**config.mk**
```make
export PLATFORM = sky130hd
export DESIGN_NAME = biphase_space_remote_frame_encoder
export DESIGN_NICKNAME = d
export VERILOG_FILES = /design/src/hdl/bsrfe_pkg.sv /design/src/hdl/bsrfe_cfg.sv /design/src/hdl/bsrfe_core.sv /design/src/hdl/biphase_space_remote_frame_encoder.sv
export SDC_FILE = /design/constraint.sdc
export NUM_CORES = 1
export LEC_CHECK = 0
export ABC_CLOCK_PERIOD_IN_PS = 3100
export BUFFER_PORTS_ARGS = -buffer_cell sky130_fd_sc_hd__buf_4
export CAP_MARGIN = 5
export CORE_MARGIN = 5
export CORE_UTILIZATION = 44
export CTS_BUF_LIST = sky130_fd_sc_hd__clkbuf_4 sky130_fd_sc_hd__clkbuf_8
export CTS_CLUSTER_SIZE = 40
export DETAILED_ROUTE_END_ITERATION = 6
export SYNTH_ARGS = -nofsm -noshare
export SYNTH_HDL_FRONTEND = slang
export SYNTH_SLANG_ARGS = --single-unit
export TNS_END_PERCENT = 5
```
**constraint.sdc**
```tcl
create_clock -name i_clk -period 3.1 [get_ports i_clk]
set_input_delay 0.31 -clock i_clk [delete_from_list [all_inputs] [get_ports i_clk]]
set_output_delay 0.31 -clock i_clk [all_outputs]
set_load 0.01 [all_outputs]
```
**src/hdl/bsrfe_pkg.sv**
```systemverilog
// Shared constants and types of the biphase-space remote frame encoder.
package bsrfe_pkg;

    localparam int ID_BITS    = 16;
    localparam int KEY_BITS   = 7;
    localparam int FRAME_BITS = ID_BITS + KEY_BITS + 1;
    localparam int CFG_BITS   = 8;
    localparam int CFG_IDX_W  = 2;

    // Configuration register indexes
    localparam logic [CFG_IDX_W-1:0] CFG_START_TICKS  = 2'd0;
    localparam logic [CFG_IDX_W-1:0] CFG_FULL_BIT     = 2'd1;
    localparam logic [CFG_IDX_W-1:0] CFG_HALF_BIT     = 2'd2;
    localparam logic [CFG_IDX_W-1:0] CFG_REPEAT_COUNT = 2'd3;

    localparam logic [CFG_BITS-1:0] RST_START_TICKS  = 8'd63;
    localparam logic [CFG_BITS-1:0] RST_FULL_BIT     = 8'd39;
    localparam logic [CFG_BITS-1:0] RST_HALF_BIT     = 8'd19;
    localparam logic [CFG_BITS-1:0] RST_REPEAT_COUNT = 8'd127;

    // Phase codes
    localparam logic [1:0] PH_IDLE  = 2'd0;
    localparam logic [1:0] PH_START = 2'd1;
    localparam logic [1:0] PH_BIT   = 2'd2;

    localparam logic FUNC_TICK = 1'b0;
    localparam logic FUNC_SEND = 1'b1;

    typedef struct packed {
        logic [CFG_BITS-1:0] start_ticks;
        logic [CFG_BITS-1:0] full_bit_ticks;
        logic [CFG_BITS-1:0] half_bit_ticks;
        logic [CFG_BITS-1:0] repeat_count;
    } t_cfg;

    typedef struct packed {
        logic pin_level;
        logic busy_res;
        logic accepted;
        logic all_done;
    } t_res;

endpackage

```
**src/hdl/bsrfe_cfg.sv**
```systemverilog
// Configuration register bank of the encoder.
module bsrfe_cfg
    import bsrfe_pkg::*;
(
    input  logic                 i_clk,
    input  logic                 i_rst_n,
    input  logic                 i_cfg_we,
    input  logic [CFG_IDX_W-1:0] i_cfg_index,
    input  logic [CFG_BITS-1:0]  i_cfg_data,
    output t_cfg                 o_cfg
);

    t_cfg r_cfg;

    always_ff @(posedge i_clk) begin
        if (!i_rst_n) begin
            r_cfg.start_ticks    <= RST_START_TICKS;
            r_cfg.full_bit_ticks <= RST_FULL_BIT;
            r_cfg.half_bit_ticks <= RST_HALF_BIT;
            r_cfg.repeat_count   <= RST_REPEAT_COUNT;
        end else if (i_cfg_we) begin
            case (i_cfg_index)
                CFG_START_TICKS:  r_cfg.start_ticks    <= i_cfg_data;
                CFG_FULL_BIT:     r_cfg.full_bit_ticks <= i_cfg_data;
                CFG_HALF_BIT:     r_cfg.half_bit_ticks <= i_cfg_data;
                CFG_REPEAT_COUNT: r_cfg.repeat_count   <= i_cfg_data;
                default: begin
                end
            endcase
        end
    end

    assign o_cfg = r_cfg;

endmodule

```
**src/hdl/bsrfe_core.sv**
```systemverilog
// Frame sequencer: state registers and the per-item next-state logic.
module bsrfe_core
    import bsrfe_pkg::*;
(
    input  logic                i_clk,
    input  logic                i_rst_n,
    input  logic                i_take,
    input  logic                i_func,
    input  logic [ID_BITS-1:0]  i_remote_id,
    input  logic [KEY_BITS-1:0] i_key_code,
    input  t_cfg                i_cfg,
    output t_res                o_res
);

    logic [FRAME_BITS-1:0] r_shift, n_shift;
    logic [FRAME_BITS-1:0] r_copy, n_copy;
    logic [CFG_BITS-1:0]   r_count, n_count;
    logic [CFG_BITS-1:0]   r_frames, n_frames;
    logic                  r_line, n_line;
    logic [1:0]            r_phase, n_phase;
    logic                  r_armed, n_armed;

    logic                  busy;
    logic                  send;
    logic                  tick;
    logic                  period_end;
    logic                  done;
    logic [FRAME_BITS-1:0] shifted;
    logic [CFG_BITS-1:0]   count_inc;

    assign busy      = (r_phase == PH_START) || (r_phase == PH_BIT);
    assign send      = i_take && (i_func == FUNC_SEND) && !busy;
    assign tick      = i_take && (i_func == FUNC_TICK) && busy;
    assign shifted   = {r_shift[FRAME_BITS-2:0], 1'b0};
    assign count_inc = r_count + 1'b1;

    always_comb begin
        period_end = 1'b0;
        case (r_phase)
            PH_START: period_end = (r_count == i_cfg.start_ticks);
            PH_BIT:   period_end = (r_count == i_cfg.full_bit_ticks);
            default:  period_end = 1'b0;
        endcase
    end

    always_comb begin
        n_shift  = r_shift;
        n_copy   = r_copy;
        n_count  = r_count;
        n_frames = r_frames;
        n_line   = r_line;
        n_phase  = r_phase;
        n_armed  = r_armed;
        done     = 1'b0;
        if (send) begin
            n_copy   = {i_remote_id, i_key_code, 1'b1};
            n_shift  = {i_remote_id, i_key_code, 1'b1};
            n_frames = i_cfg.repeat_count;
            n_count  = '0;
            n_armed  = 1'b0;
            n_line   = 1'b1;
            n_phase  = PH_START;
        end else if (tick) begin
            if (period_end) begin
                n_count = '0;
                n_shift = shifted;
                // Only the closing mark left means the frame has been sent.
                if (shifted != '0) begin
                    n_line  = ~r_line;
                    n_phase = PH_BIT;
                    n_armed = !r_shift[FRAME_BITS-1] && (i_cfg.half_bit_ticks != '0);
                end else begin
                    n_armed = 1'b0;
                    if (r_frames == '0) begin
                        n_line  = 1'b0;
                        n_phase = PH_IDLE;
                        done    = 1'b1;
                    end else begin
                        n_frames = r_frames - 1'b1;
                        n_shift  = r_copy;
                        n_line   = 1'b1;
                        n_phase  = PH_START;
                    end
                end
            end else begin
                n_count = count_inc;
                if ((r_phase == PH_BIT) && r_armed && (count_inc == i_cfg.half_bit_ticks)) begin
                    n_line  = ~r_line;
                    n_armed = 1'b0;
                end
            end
        end
    end

    always_ff @(posedge i_clk) begin
        if (!i_rst_n) begin
            r_shift  <= '0;
            r_copy   <= '0;
            r_count  <= '0;
            r_frames <= '0;
            r_line   <= 1'b0;
            r_phase  <= PH_IDLE;
            r_armed  <= 1'b0;
        end else begin
            r_shift  <= n_shift;
            r_copy   <= n_copy;
            r_count  <= n_count;
            r_frames <= n_frames;
            r_line   <= n_line;
            r_phase  <= n_phase;
            r_armed  <= n_armed;
        end
    end

    assign o_res.pin_level = n_line;
    assign o_res.busy_res  = (n_phase == PH_START) || (n_phase == PH_BIT);
    assign o_res.accepted  = send;
    assign o_res.all_done  = done;

endmodule

```
**src/hdl/biphase_space_remote_frame_encoder.sv**
```systemverilog
// The result of an input transfer is in the output register in the cycle after the transfer.
// Throughput: one item per cycle; the input stays ready while the output register
// is empty or is being drained in the same cycle.
// Reset (synchronous, active low) empties the output register, idles the core's line
// register low and restores the configuration registers to their defaults.
module biphase_space_remote_frame_encoder
    import bsrfe_pkg::*;
(
    input  logic                 i_clk,
    input  logic                 i_rst_n,
    input  logic                 i_in_valid,
    output logic                 o_in_ready,
    input  logic                 i_func,
    input  logic [ID_BITS-1:0]   i_remote_id,
    input  logic [KEY_BITS-1:0]  i_key_code,
    output logic                 o_out_valid,
    input  logic                 i_out_ready,
    output logic                 o_pin_level,
    output logic                 o_busy_res,
    output logic                 o_accepted,
    output logic                 o_all_done,
    input  logic                 i_cfg_we,
    input  logic [CFG_IDX_W-1:0] i_cfg_index,
    input  logic [CFG_BITS-1:0]  i_cfg_data
);

    t_cfg cfg;
    t_res res;
    t_res r_res;
    logic r_out_valid;
    logic take;

    assign o_in_ready = !r_out_valid || i_out_ready;
    assign take       = i_in_valid && o_in_ready;

    bsrfe_cfg u_cfg (
        .i_clk       (i_clk),
        .i_rst_n     (i_rst_n),
        .i_cfg_we    (i_cfg_we),
        .i_cfg_index (i_cfg_index),
        .i_cfg_data  (i_cfg_data),
        .o_cfg       (cfg)
    );

    bsrfe_core u_core (
        .i_clk       (i_clk),
        .i_rst_n     (i_rst_n),
        .i_take      (take),
        .i_func      (i_func),
        .i_remote_id (i_remote_id),
        .i_key_code  (i_key_code),
        .i_cfg       (cfg),
        .o_res       (res)
    );

    always_ff @(posedge i_clk) begin
        if (!i_rst_n) begin
            r_out_valid <= 1'b0;
        end else if (take) begin
            r_out_valid <= 1'b1;
        end else if (i_out_ready) begin
            r_out_valid <= 1'b0;
        end
    end

    always_ff @(posedge i_clk) begin
        if (take) begin
            r_res <= res;
        end
    end

    assign o_out_valid = r_out_valid;
    assign o_pin_level = r_res.pin_level;
    assign o_busy_res  = r_res.busy_res;
    assign o_accepted  = r_res.accepted;
    assign o_all_done  = r_res.all_done;

endmodule

```
==> impl_results.md <==
- GP Congestion: 0.8180
- Critical-path cell list: inv_1 -> ha_1 -> buf_4 -> mux2i_1 -> mux2i_1 -> nor4_4 -> a31oi_4 -> mux2i_1 -> nor2_1
- Most frequent cell on the critical path: mux2i_1
- Crit Path Max Fanout: 23
- First-pass GRT wire length: 18.40 mm
- Drt pass-1 iters: 4
- Clk_lat worst skew: 0.37 ns
- RSZ-0062 raised after global routing: false
- Setup crit end kind: flop
- Leak: 2.101 nW
- CTS sink cnt: 105
- Clock skew: 0.01051 ns
- Largest net degree at the start of global routing: 56
- Fmax achieved: 368.8 MHz
- All-Layer GR Usage: 17.29%
- Synth top area share: 42.60%
- Detail Placement HPWL: 7.543 mm
- CTS Buf Count: 9
- CTS root buffer: clkbuf_8
- H-tree depth: 3
- Yosys cell types: 45
- Ports: 45
- Nets: 654
- Starting Density: 44.36%
- Most frequent cell after synthesis: nand2_1
- Multi-input logic area: 2429 µm²
- ANT nets after route: 0
- Yosys warns: 0
- Rows: 38
- CTS clock-pin slew for the worst setup and hold paths: 0.10 ns
- Share of layout cells above drive strength 1: 12.66%
- Area added between synthesis and finish: 12.42%
- Post-route DRC violation count: 0
- PortBufs: 44
- Status: complete, no violations
- Cell Area, Placed: 5162 µm²
- Slew Limit Fails: 0
- Die height: 113.9 µm
- Final setup viols: 0
- Reg area: 2142 µm²
- Clk buf depth: 2
- Seq/Total Area, Yosys: 45.14%
- Mapped cell area: 4746 µm²
- Worst endpoint required time: 3.33 ns
- Fillers: 1071
- DR WL/cell: 14.26 µm
- Antenna violations before repair: 0
- Final hold vios: 0
- Post-Syn Instances: 587
- Vias per cell: 5.220
- Post-synth EDFFs: 4
- Final WL: 10.78 mm
- Max rail drop VDD: 0.2043 mV
- Post-CTS setup buffer count: 0
- Slowest library cell on the worst path: a31oi_4
- WS Path Type: reg2reg
- Post-Route Setup TNS: 0 ns
- Synth area leaders: dfxtp_1 43%, nand2_1 10%, a21oi_1 7.7%
- Worst Setup Start Kind: flop
- Syn Nets: 629
- Finished Cell Area: 5335 µm²
- Initial detailed-routing violation count: 193
- Slew headroom: 30.05%
- Final Cycle Share: 87.47%
- Actual slew at the worst max-slew pin: 1.049 ns
- Max-cap viol count: 0
- Ys async rst share: 0%
- Core area: 10700 µm²
- Crit path DAT: 2.94 ns
- Total number of vias: 3946
- GRT overflow: 0
- Antenna Cells: 0
- Post-synth top area cell: dfxtp_1
- Die width: 113.9 µm
- Worst hold path class: in2reg
- Main synth FF type: dfxtp_1
- #FFs+latches synth: 105
- Largest stage delay, worst path: 0.85 ns
- Post-route minimum period: 2.712 ns
- Most frequent cells after synthesis: 128 x nand2_1, 101 x dfxtp_1, 73 x a21oi_1
- PwrDens: 483.5 nW/µm²
- Die ar.: 12960 µm²
- CTS tree: done
- Vias in the first global route: 3737
- Hold-fix buffers, CTS: 0
- # resized after CTS: 0
- Avg Synthesized Cell Area: 8.085 µm²
-- area by class of cell --
class,count,share of cell area (%)
Sequential cell,105,40.15
Timing Repair Buffer,50,7.036
Clock inverter,4,0.5159
Multi-Input combinational cell,435,45.52
Clock buffer,11,2.720
Tap cell,140,3.283
Inverter,11,0.7739
-- flip-flops by register name, indices dropped and copies added (netlist names), 2 cells and up --
| name | flops |
|---|---|
| u_core.r_frames | 8 |
| u_core.r_phase | 2 |
| u_core.r_copy | 24 |
| u_cfg.o_cfg | 32 |
| u_core.r_shift | 24 |
| u_core.r_count | 8 |
-- placed cells by master (no fill, tap or decap), types with 3 or more instances in the layout --
cell type,count
a211oi_1,3
a21oi_1,73
buf_4,50
clkbuf_8,10
dfxtp_1,101
edfxtp_1,4
ha_1,3
inv_1,10
mux2i_1,35
nand2_1,128
nand3_1,30
nor2_1,49
nor3_1,5
nor4_1,11
o21ai_0,33
or2_2,3
xnor2_1,20
xor2_1,8
-- kinds of logic (layout without fill, tap and decap cells) --
family | after synthesis | after routing | synth area share, %
XOR/XNOR | 28 | 28 | 5.168
buffers and inverters | 47 | 76 | 3.981
adder cells (fa/ha/maj) | 3 | 3 | 0.7910
flip-flops | 105 | 105 | 45.14
AO/OA/AOI/OAI | 120 | 120 | 13.74
AND/OR/NAND/NOR | 249 | 249 | 23.81
multiplexers | 35 | 35 | 7.382
-- worst max-delay path: cells and delay by family, from the launching register on --
kind / cells / cell delay, ns
multiplexers: 3 / 0.76
adder cells (fa/ha/maj): 1 / 0.19
AO/OA/AOI/OAI: 1 / 0.85
buffers and inverters: 2 / 0.23
flip-flops: 1 / 0.37
AND/OR/NAND/NOR: 2 / 0.16
-- where the power goes --
part           total [W]  internal [W]  switching, W  leakage, nW
sequential       0.00145       0.00141     0.0000364        0.863
clock           0.000776      0.000321      0.000455       0.0896
combinational   0.000355      0.000140      0.000215         1.15
total            0.00258       0.00187      0.000706         2.10
-- per-layer routing --
metal / track usage [%] / routed length, µm
met5: 0 / 0
met4: 4.276 / 107
met3: 3.820 / 412
met2: 27.05 / 4968
met1: 24.36 / 5290
-- through the flow --
step                      utilization, %  std cells  hold slack (ns)  total power, W  setup WS [ns]
final                              49.87        756           0.1914        0.002580         0.3885
after global routing               49.87        756           0.1834        0.002720         0.1514
after CTS                          49.87        756           0.1748        0.002616         0.3541
after detailed placement           48.26        741           0.4480        0.001837         0.3795
after global placement             48.26        741           0.4431        0.001830         0.4502
after floorplan                        -        587           0.4322        0.001704         0.8180
-- path summary, 6_finish.rpt --
| path | cells after the start | end | startpoint | slack (ns) |
|---|---|---|---|---|
| max | 9 | u_core.r_shift[6] | u_core.r_phase[0] | 0.39 |
| min | 3 | o_out_valid | i_in_valid | 0.19 |
| max reg2reg | 9 | u_core.r_shift[6] | u_core.r_phase[0] | 0.39 |
| min reg2reg | 2 | u_cfg.o_cfg[19] | u_cfg.o_cfg[19] | 0.46 |
(Power assumes the default switching activity.)
